<file path="src/rtl/hmrf_pkg.sv">
// Shared types and constants for the HID mouse report framer.
// No dependencies; every other file in rtl/ refers to it by scoped name.
`timescale 1ns / 1ps

package hmrf_pkg;

    typedef enum logic [1:0] {
        OP_MOVE    = 2'd0,
        OP_PRESS   = 2'd1,
        OP_RELEASE = 2'd2,
        OP_TICK    = 2'd3
    } t_opcode;

    // One pending report: the bytes that vary from report to report
    typedef struct packed {
        logic [7:0] buttons;
        logic [7:0] x;
        logic [7:0] y;
        logic [7:0] scroll;
    } t_report;

    typedef struct packed {
        logic full;
        logic empty;
    } t_queue_status;

    localparam logic [7:0]  INTERVAL_RESET = 8'd20;
    localparam logic [15:0] ELAPSED_MAX    = 16'hFFFF;

    localparam logic [7:0] HDR_ID   = 8'hFD;
    localparam logic [7:0] HDR_PAD  = 8'h00;
    localparam logic [7:0] HDR_KIND = 8'h03;
    localparam logic [7:0] TAIL_PAD = 8'h00;

    // Byte positions within the nine-byte report
    localparam logic [3:0] IDX_ID      = 4'd0;
    localparam logic [3:0] IDX_PAD     = 4'd1;
    localparam logic [3:0] IDX_KIND    = 4'd2;
    localparam logic [3:0] IDX_BUTTONS = 4'd3;
    localparam logic [3:0] IDX_X       = 4'd4;
    localparam logic [3:0] IDX_Y       = 4'd5;
    localparam logic [3:0] IDX_SCROLL  = 4'd6;
    localparam logic [3:0] IDX_TAIL0   = 4'd7;
    localparam logic [3:0] IDX_TAIL1   = 4'd8;

endpackage

</file>
<file path="src/rtl/hmrf_front.sv">
// Front end: accepts items, keeps button/accumulator/elapsed state and the
// interval register, and pushes a report record when one is due. Uses hmrf_pkg.
`timescale 1ns / 1ps

module hmrf_front (
    input  logic                   i_clk,
    input  logic                   i_rst_n,
    input  logic                   i_valid,
    output logic                   o_ready,
    input  logic [1:0]             i_opcode,
    input  logic signed [7:0]      i_move_x,
    input  logic signed [7:0]      i_move_y,
    input  logic [7:0]             i_scroll,
    input  logic [7:0]             i_button_mask,
    input  logic                   i_cfg_valid,
    output logic                   o_cfg_ready,
    input  logic [7:0]             i_cfg_send_interval_ms,
    input  hmrf_pkg::t_queue_status i_queue_status,
    output logic                   o_push,
    output hmrf_pkg::t_report      o_push_report
);

    logic [7:0]  r_interval;
    logic [7:0]  r_buttons_now;
    logic [7:0]  r_buttons_sent;
    logic [7:0]  r_accum_x;
    logic [7:0]  r_accum_y;
    logic [15:0] r_elapsed;

    logic [7:0]  n_buttons;
    logic [7:0]  n_accum_x;
    logic [7:0]  n_accum_y;
    logic [7:0]  n_scroll;
    logic        w_is_tick;
    logic        w_due;
    logic        w_accept;
    hmrf_pkg::t_opcode w_op;

    assign o_ready     = !i_queue_status.full;
    assign o_cfg_ready = 1'b1;
    assign w_accept    = i_valid && o_ready;
    assign w_op        = hmrf_pkg::t_opcode'(i_opcode);

    always_comb begin
        n_buttons = r_buttons_now;
        n_accum_x = r_accum_x;
        n_accum_y = r_accum_y;
        n_scroll  = 8'd0;
        w_is_tick = 1'b0;
        unique case (w_op)
            hmrf_pkg::OP_MOVE: begin
                n_accum_x = r_accum_x + $unsigned(i_move_x);
                n_accum_y = r_accum_y + $unsigned(i_move_y);
                n_scroll  = i_scroll;
            end
            hmrf_pkg::OP_PRESS:   n_buttons = r_buttons_now | i_button_mask;
            hmrf_pkg::OP_RELEASE: n_buttons = r_buttons_now & ~i_button_mask;
            hmrf_pkg::OP_TICK:    w_is_tick = 1'b1;
        endcase
    end

    assign w_due  = (n_buttons != r_buttons_sent) || (r_elapsed > {8'd0, r_interval});
    assign o_push = w_accept && !w_is_tick && w_due;

    always_comb begin
        o_push_report.buttons = n_buttons;
        o_push_report.x       = n_accum_x;
        o_push_report.y       = n_accum_y;
        o_push_report.scroll  = n_scroll;
    end

    always_ff @(posedge i_clk) begin
        if (!i_rst_n) begin
            r_interval     <= hmrf_pkg::INTERVAL_RESET;
            r_buttons_now  <= 8'd0;
            r_buttons_sent <= 8'd0;
            r_accum_x      <= 8'd0;
            r_accum_y      <= 8'd0;
            r_elapsed      <= 16'd0;
        end else begin
            if (i_cfg_valid) begin
                r_interval <= i_cfg_send_interval_ms;
            end
            if (w_accept) begin
                if (w_is_tick) begin
                    // saturate rather than wrap
                    if (r_elapsed != hmrf_pkg::ELAPSED_MAX) begin
                        r_elapsed <= r_elapsed + 16'd1;
                    end
                end else if (w_due) begin
                    r_buttons_now  <= n_buttons;
                    r_buttons_sent <= n_buttons;
                    r_accum_x      <= 8'd0;
                    r_accum_y      <= 8'd0;
                    r_elapsed      <= 16'd0;
                end else begin
                    r_buttons_now <= n_buttons;
                    r_accum_x     <= n_accum_x;
                    r_accum_y     <= n_accum_y;
                end
            end
        end
    end

endmodule

</file>
<file path="src/rtl/hmrf_queue.sv">
// Two-entry queue of pending report records between front and back end.
// Uses hmrf_pkg for the record and status types.
`timescale 1ns / 1ps

module hmrf_queue (
    input  logic                    i_clk,
    input  logic                    i_rst_n,
    input  logic                    i_push,
    input  hmrf_pkg::t_report       i_push_report,
    input  logic                    i_pop,
    output hmrf_pkg::t_report       o_head,
    output hmrf_pkg::t_queue_status o_status
);

    hmrf_pkg::t_report r_mem [2];
    logic              r_wptr;
    logic              r_rptr;
    logic [1:0]        r_count;

    assign o_head         = r_mem[r_rptr];
    assign o_status.full  = (r_count == 2'd2);
    assign o_status.empty = (r_count == 2'd0);

    always_ff @(posedge i_clk) begin
        if (i_push) begin
            r_mem[r_wptr] <= i_push_report;
        end
    end

    always_ff @(posedge i_clk) begin
        if (!i_rst_n) begin
            r_wptr  <= 1'b0;
            r_rptr  <= 1'b0;
            r_count <= 2'd0;
        end else begin
            if (i_push) begin
                r_wptr <= !r_wptr;
            end
            if (i_pop) begin
                r_rptr <= !r_rptr;
            end
            unique case ({i_push, i_pop})
                2'b10:   r_count <= r_count + 2'd1;
                2'b01:   r_count <= r_count - 2'd1;
                default: r_count <= r_count;
            endcase
        end
    end

endmodule

</file>
<file path="src/rtl/hmrf_back.sv">
// Back end: takes report records from the queue and sends them out one byte
// per cycle while i_ready is high, with a last-byte flag. Uses hmrf_pkg for byte positions and constants.
`timescale 1ns / 1ps

module hmrf_back (
    input  logic                    i_clk,
    input  logic                    i_rst_n,
    input  hmrf_pkg::t_report       i_head,
    input  hmrf_pkg::t_queue_status i_queue_status,
    output logic                    o_pop,
    output logic                    o_valid,
    input  logic                    i_ready,
    output logic [7:0]              o_report_byte,
    output logic                    o_last_byte
);

    logic              r_active;
    logic [3:0]        r_idx;
    hmrf_pkg::t_report r_rep;
    logic              w_done;

    assign o_valid     = r_active;
    assign o_last_byte = (r_idx == hmrf_pkg::IDX_TAIL1);
    assign w_done      = r_active && i_ready && o_last_byte;
    // load the next record when idle or as the current one finishes
    assign o_pop       = (!r_active || w_done) && !i_queue_status.empty;

    always_comb begin
        unique case (r_idx)
            hmrf_pkg::IDX_ID:      o_report_byte = hmrf_pkg::HDR_ID;
            hmrf_pkg::IDX_PAD:     o_report_byte = hmrf_pkg::HDR_PAD;
            hmrf_pkg::IDX_KIND:    o_report_byte = hmrf_pkg::HDR_KIND;
            hmrf_pkg::IDX_BUTTONS: o_report_byte = r_rep.buttons;
            hmrf_pkg::IDX_X:       o_report_byte = r_rep.x;
            hmrf_pkg::IDX_Y:       o_report_byte = r_rep.y;
            hmrf_pkg::IDX_SCROLL:  o_report_byte = r_rep.scroll;
            hmrf_pkg::IDX_TAIL0:   o_report_byte = hmrf_pkg::TAIL_PAD;
            hmrf_pkg::IDX_TAIL1:   o_report_byte = hmrf_pkg::TAIL_PAD;
            default:               o_report_byte = 8'd0;
        endcase
    end

    always_ff @(posedge i_clk) begin
        if (o_pop) begin
            r_rep <= i_head;
        end
    end

    always_ff @(posedge i_clk) begin
        if (!i_rst_n) begin
            r_active <= 1'b0;
            r_idx    <= hmrf_pkg::IDX_ID;
        end else if (o_pop) begin
            r_active <= 1'b1;
            r_idx    <= hmrf_pkg::IDX_ID;
        end else if (w_done) begin
            r_active <= 1'b0;
            r_idx    <= hmrf_pkg::IDX_ID;
        end else if (r_active && i_ready) begin
            r_idx <= r_idx + 4'd1;
        end
    end

endmodule

</file>
<file path="src/rtl/hid_mouse_report_framer.sv">
// Top level of the HID mouse report framer: front end, report queue, back end.
// Depends on hmrf_pkg, hmrf_front, hmrf_queue and hmrf_back.
`timescale 1ns / 1ps

// Takes move, press, release and tick requests and emits nine-byte raw HID
// mouse reports (FD 00 03 buttons X Y scroll 00 00), one byte per cycle while
// i_ready is high, with o_last_byte on the ninth. A request is taken while the
// report queue has room; any request, ticks and non-reporting requests included,
// waits while the queue is full. Reports are sent by the one-byte-per-cycle
// serializer, and reporting requests are taken ahead of it until the queue
// fills. Two report records queue ahead of the
// serializer; input ready drops only while that queue is full. The interval
// register is written through the cfg channel, which is always ready, and must
// only be written while the block is idle.
module hid_mouse_report_framer (
    input  logic              i_clk,
    input  logic              i_rst_n,
    input  logic              i_valid,
    output logic              o_ready,
    input  logic [1:0]        i_opcode,
    input  logic signed [7:0] i_move_x,
    input  logic signed [7:0] i_move_y,
    input  logic [7:0]        i_scroll,
    input  logic [7:0]        i_button_mask,
    input  logic              i_cfg_valid,
    output logic              o_cfg_ready,
    input  logic [7:0]        i_cfg_send_interval_ms,
    output logic              o_valid,
    input  logic              i_ready,
    output logic [7:0]        o_report_byte,
    output logic              o_last_byte
);

    hmrf_pkg::t_queue_status w_queue_status;
    hmrf_pkg::t_report       w_push_report;
    hmrf_pkg::t_report       w_head;
    logic                    w_push;
    logic                    w_pop;

    hmrf_front u_front (
        .i_clk                  (i_clk),
        .i_rst_n                (i_rst_n),
        .i_valid                (i_valid),
        .o_ready                (o_ready),
        .i_opcode               (i_opcode),
        .i_move_x               (i_move_x),
        .i_move_y               (i_move_y),
        .i_scroll               (i_scroll),
        .i_button_mask          (i_button_mask),
        .i_cfg_valid            (i_cfg_valid),
        .o_cfg_ready            (o_cfg_ready),
        .i_cfg_send_interval_ms (i_cfg_send_interval_ms),
        .i_queue_status         (w_queue_status),
        .o_push                 (w_push),
        .o_push_report          (w_push_report)
    );

    hmrf_queue u_queue (
        .i_clk         (i_clk),
        .i_rst_n       (i_rst_n),
        .i_push        (w_push),
        .i_push_report (w_push_report),
        .i_pop         (w_pop),
        .o_head        (w_head),
        .o_status      (w_queue_status)
    );

    hmrf_back u_back (
        .i_clk          (i_clk),
        .i_rst_n        (i_rst_n),
        .i_head         (w_head),
        .i_queue_status (w_queue_status),
        .o_pop          (w_pop),
        .o_valid        (o_valid),
        .i_ready        (i_ready),
        .o_report_byte  (o_report_byte),
        .o_last_byte    (o_last_byte)
    );

    // A full queue can never also read empty
    a_queue_status: assert property (@(posedge i_clk) disable iff (!i_rst_n)
        w_queue_status.full |-> !w_queue_status.empty)
        else $error("report queue full and empty at once");

    // Never push into a full queue
    a_no_overflow: assert property (@(posedge i_clk) disable iff (!i_rst_n)
        w_queue_status.full |-> !w_push)
        else $error("push into full report queue");

    // After a report's last byte goes out, any next byte opens a new report
    a_report_restart: assert property (@(posedge i_clk) disable iff (!i_rst_n)
        (o_valid && i_ready && o_last_byte) |=>
            (!o_valid || o_report_byte == hmrf_pkg::HDR_ID))
        else $error("report did not restart with header byte");

    // A queued record is picked up while the serializer is idle
    a_pick_up: assert property (@(posedge i_clk) disable iff (!i_rst_n)
        (!o_valid && !w_queue_status.empty) |-> w_pop)
        else $error("serializer idle with a queued report");

endmodule

</file>
<file path="config.mk">
export PLATFORM = sky130hd
export DESIGN_NAME = hid_mouse_report_framer
export DESIGN_NICKNAME = d
export VERILOG_FILES = /design/src/rtl/hmrf_pkg.sv /design/src/rtl/hmrf_front.sv /design/src/rtl/hmrf_queue.sv /design/src/rtl/hmrf_back.sv /design/src/rtl/hid_mouse_report_framer.sv
export SDC_FILE = /design/constraint.sdc
export NUM_CORES = 1
export LEC_CHECK = 0
export ABC_AREA = 1
export BUFFER_PORTS_ARGS = -buffer_cell sky130_fd_sc_hd__clkbuf_2
export CAP_MARGIN = 20
export CORE_MARGIN = 5
export CORE_UTILIZATION = 65
export DETAILED_ROUTE_END_ITERATION = 7
export PLACE_DENSITY = 0.95
export SETUP_SLACK_MARGIN = 0.1
export SLEW_MARGIN = 10
export SYNTH_ARGS = -nofsm -noshare
export SYNTH_HDL_FRONTEND = slang
export SYNTH_HIERARCHICAL = 1
export SYNTH_SLANG_ARGS = --single-unit
</file>
<file path="constraint.sdc">
create_clock -name i_clk -period 9.6 [get_ports i_clk]
set_input_delay 0 -clock i_clk [delete_from_list [all_inputs] [get_ports i_clk]]
set_output_delay 0 -clock i_clk [all_outputs]
set_load 0.02 [all_outputs]
</file>
==> reports/metrics.csv <==
stage,metric,value,unit
outcome,status,"finished, final reports clean",
power_and_ir_drop,swShare,0.297,
power_and_ir_drop,intPower,1.58,mW
synthesis,yosysWarnings,6,
synthesis,ys_types,47,
die,start_util,0.661,
global_route,grt_pass1_vias,6708,
place,hpwl,12.6,mm
clock_network,postCtsSetupRepairBufs,0,
clock_network,cts-buffers-inserted,17,
synthesis,yosysTopAreaCellShare,0.347,
final_layout,fin_nets,1059,
global_route,grt-ovfl-total,0,
sta,drv_slew,0,
min_path,min_to,u_front/r_buttons_now[0],
die,die_h,123,um
routing,vias,6977,
routing,drc,0,
power_and_ir_drop,pwr_density_cell,236,nW/um^2
synthesis,synth-seq-cells,162,
sta,tns,0,ps
synthesis,synth-edff-count,96,
synthesis,synthCells,902,
routing,ant_nets,0,
sta,slew_headroom,0.280,
global_route,antenna_found_initial,0,
job,maxCapViolations,0,
final_layout,post-route-util,0.756,
global_route,grt_max_degree,40,
routing,viasPerCell,6.00,
routing,drt-pass1-iter-count,6,
sta,fin_skew,13.1,ps
clock_network,clkLatencyLatePin,440,ps
die,fp.coreArea,12600,um^2
min_path,hold_path_class,in2reg,
place,numPortBuffers,57,
power_and_ir_drop,vdd_drop_max,0.000167,V
sta,fin_crit_sh,0.299,
setup_path,endpoint_kind,flip-flop,
synthesis,synth_nets,983,
synthesis,syn_area_per_cell,9.21,um^2
setup_path,path_max_fanout,32,
power_and_ir_drop,switchingPower,667,uW
clock_network,clockBufferDepth,2,
setup_path,rr_startpoint,u_front/r_elapsed[3],
setup_path,r2r_slack,6730,ps
synthesis,synth.yosys.seq_area_share,0.506,
sta,setup_viol,0,
die,die_area,15100,um^2
power_and_ir_drop,leakage,4.20,nW
global_route,grt_use_total,0.293,
sta,worst-slew-pin-transition,1080,ps
setup_path,start_kind,flip-flop,
synthesis,ys_async_sr_fraction,0,
synthesis,synth_ff_type,edfxtp_1,
synthesis,yosysTopAreaCell,edfxtp_1,
clock_network,cts_tree,done,
power_and_ir_drop,seqPwrFrac,0.453,
setup_path,crit_type,reg2reg,
final_layout,drive_above_1_share,0.163,
clock_network,postCtsHoldBufs,24,
sta,max_freq,348,MHz
sta,period_needed,2870,ps
setup_path,cp.required,9680,ps
setup_path,worstRegToRegCells,14,
sta,rsz0062_at_grt,no,
sta,hold_violations,0,
clock_network,cts_htree_levels,4,
clock_network,post_cts_resized,0,
setup_path,r2r-end,u_queue/r_mem[1][11],
die,die_w,123,um
final_layout,antenna_cells,0,
synthesis,yosys-top-cells-area,"edfxtp_1 35%, dfxtp_1 16%, nand2_1 9.8%",
global_route,grt_pass1_wl,33.6,mm
final_layout,area_growth_syn_to_layout,14.5,%
min_path,holdPathStages,6,
routing,routed_wirelength,21.7,mm
power_and_ir_drop,p_comb_frac,0.219,
die,num_rows,41,
routing,drt-initial-drc-count,1026,
synthesis,netlist_area,8300,um^2
setup_path,arrival,2950,ps
clock_network,cts_num_sinks,162,
clock_network,path_clk_slew,60,ps
clock_network,root_buffer,clkbuf_16,
die,boundaryPins,59,
place,gp_congestion,0.887,
power_and_ir_drop,clockPowerShare,0.329,
routing,wl_per_cell,18.6,um
min_path,worstHoldStart,i_button_mask[0],
-- synthesized netlist by cell type (5+ instances only) --
master / count
buf_6: 8
edfxtp_1: 96
nor3_1: 7
clkbuf_1: 11
nand2_2: 11
nand3b_1: 5
nand3_1: 49
inv_2: 5
ha_1: 32
o21ai_0: 42
xor2_1: 7
dfxtp_1: 66
nor2_1: 82
inv_1: 107
a21oi_1: 58
mux2_4: 30
nand4_1: 8
a21o_1: 5
nand2_1: 216
-- critical path, cell delays in order (launching register included) --
cell     delay (ps)
dfxtp_1         380
ha_1            330
nand2_1          70
inv_1            50
nand2_1          40
nand2_1          50
nand2_1          50
a21oi_1         290
nor2_2          130
nand2_4         140
nand2_8         130
inv_2           220
nand2_1         120
inv_1            70
buf_4           410
-- sequential cells by signal, summed over array words and instances (netlist names), named ones only --
signal,count
u_queue/r_mem,64
u_back/r_rep,32
u_front/r_elapsed,16
u_front/r_accum_x,8
u_front/r_accum_y,8
u_front/r_buttons_now,8
u_front/r_buttons_sent,8
u_front/r_interval,8
u_back/r_idx,4
u_queue/r_count,2
u_back/o_valid,1
u_queue/r_rptr,1
u_queue/r_wptr,1
-- per-stage QoR --
stage | setup WS [ps] | total power, mW | area, um^2 | hold slack, ps | instances
3_5_place_dp | 6730 | 1.46 | 8610 | 221 | 1106
6_report | 6730 | 2.24 | 9510 | 22.0 | 1163
4_1_cts | 6730 | 2.20 | 9480 | 15.5 | 1162
2_1_floorplan | 5910 | 1.36 | 8300 | 111 | 902
5_1_grt | 6580 | 2.32 | 9510 | 51.9 | 1163
3_3_place_gp | 6930 | 1.43 | 8610 | 218 | 1106
-- layout by cell type (no fill, tap or decap), types with 3 or more instances in the layout --
cell type,count
nor3_1,7
nand2_2,11
mux2_4,30
or2_2,3
clkinv_1,3
xor2_1,7
nand3_2,3
nand2_1,216
bufinv_16,5
clkbuf_2,57
o21ai_2,4
nor2_2,5
clkbuf_1,3
nor2_4,3
o21ai_0,42
nor2_1,81
o211ai_1,3
nand3b_1,5
nand3_1,49
a21o_1,5
clkinv_2,3
nand4_1,8
inv_2,5
a21boi_0,3
dlygate4sd3_1,24
a21oi_1,57
dfxtp_1,65
a31oi_1,4
ha_1,32
clkbuf_16,17
edfxtp_1,96
inv_1,107
-- cells by family after synthesis --
family,after synthesis,synth area share
AO/OA/AOI/OAI,124,0.0827
XOR/XNOR,9,0.00949
adder cells (fa/ha/maj),34,0.0530
buffers and inverters,141,0.0784
flip-flops,162,0.506
multiplexers,32,0.0570
other,1,0.000452
AND/OR/NAND/NOR,399,0.213
-- how the worst max path moves through the flow --
stage / from / to / slack (ps) / depth (start not counted)
2_1_floorplan: u_back/r_idx[0] / u_queue/r_count[1] / 5910 / 12
3_3_place_gp: i_opcode[0] / u_queue/r_mem[0][19] / 6930 / 18
3_5_place_dp: i_opcode[0] / u_queue/r_mem[0][19] / 6730 / 18
4_1_cts: u_back/r_idx[0] / u_queue/r_count[1] / 6730 / 12
5_1_grt: u_front/r_elapsed[3] / u_queue/r_mem[0][2] / 6580 / 14
6_report: u_front/r_elapsed[3] / u_queue/r_mem[1][11] / 6730 / 14
-- per-layer routing --
layer	up-vias	global-route usage	routed length, um
li1	3130	-	-
met3	146	0.0759	2030
met2	508	0.499	10500
met5	-	0	0
met4	0	0.167	1260
met1	3193	0.333	7920
-- power groups by stage --
| stage | registers, mW | logic (mW) | clock network [mW] |
|---|---|---|---|
| after CTS | 1.01 | 0.457 | 0.726 |
| after floorplan | 0.967 | 0.394 | 0 |
| after global placement | 1.01 | 0.414 | 0 |
| after global routing | 1.03 | 0.525 | 0.767 |
| final | 1.02 | 0.490 | 0.738 |
| after detailed placement | 1.02 | 0.439 | 0 |
-- layout make-up --
cell class	count	area [um^2]
Timing Repair Buffer	84	568
Multi-Input combinational cell	599	3460
Clock inverter	12	188
Clock buffer	20	437
Fill cell	738	3060
Sequential cell	162	4210
Inverter	114	430
Tap cell	172	215
Power figures use the tool's default switching activity.
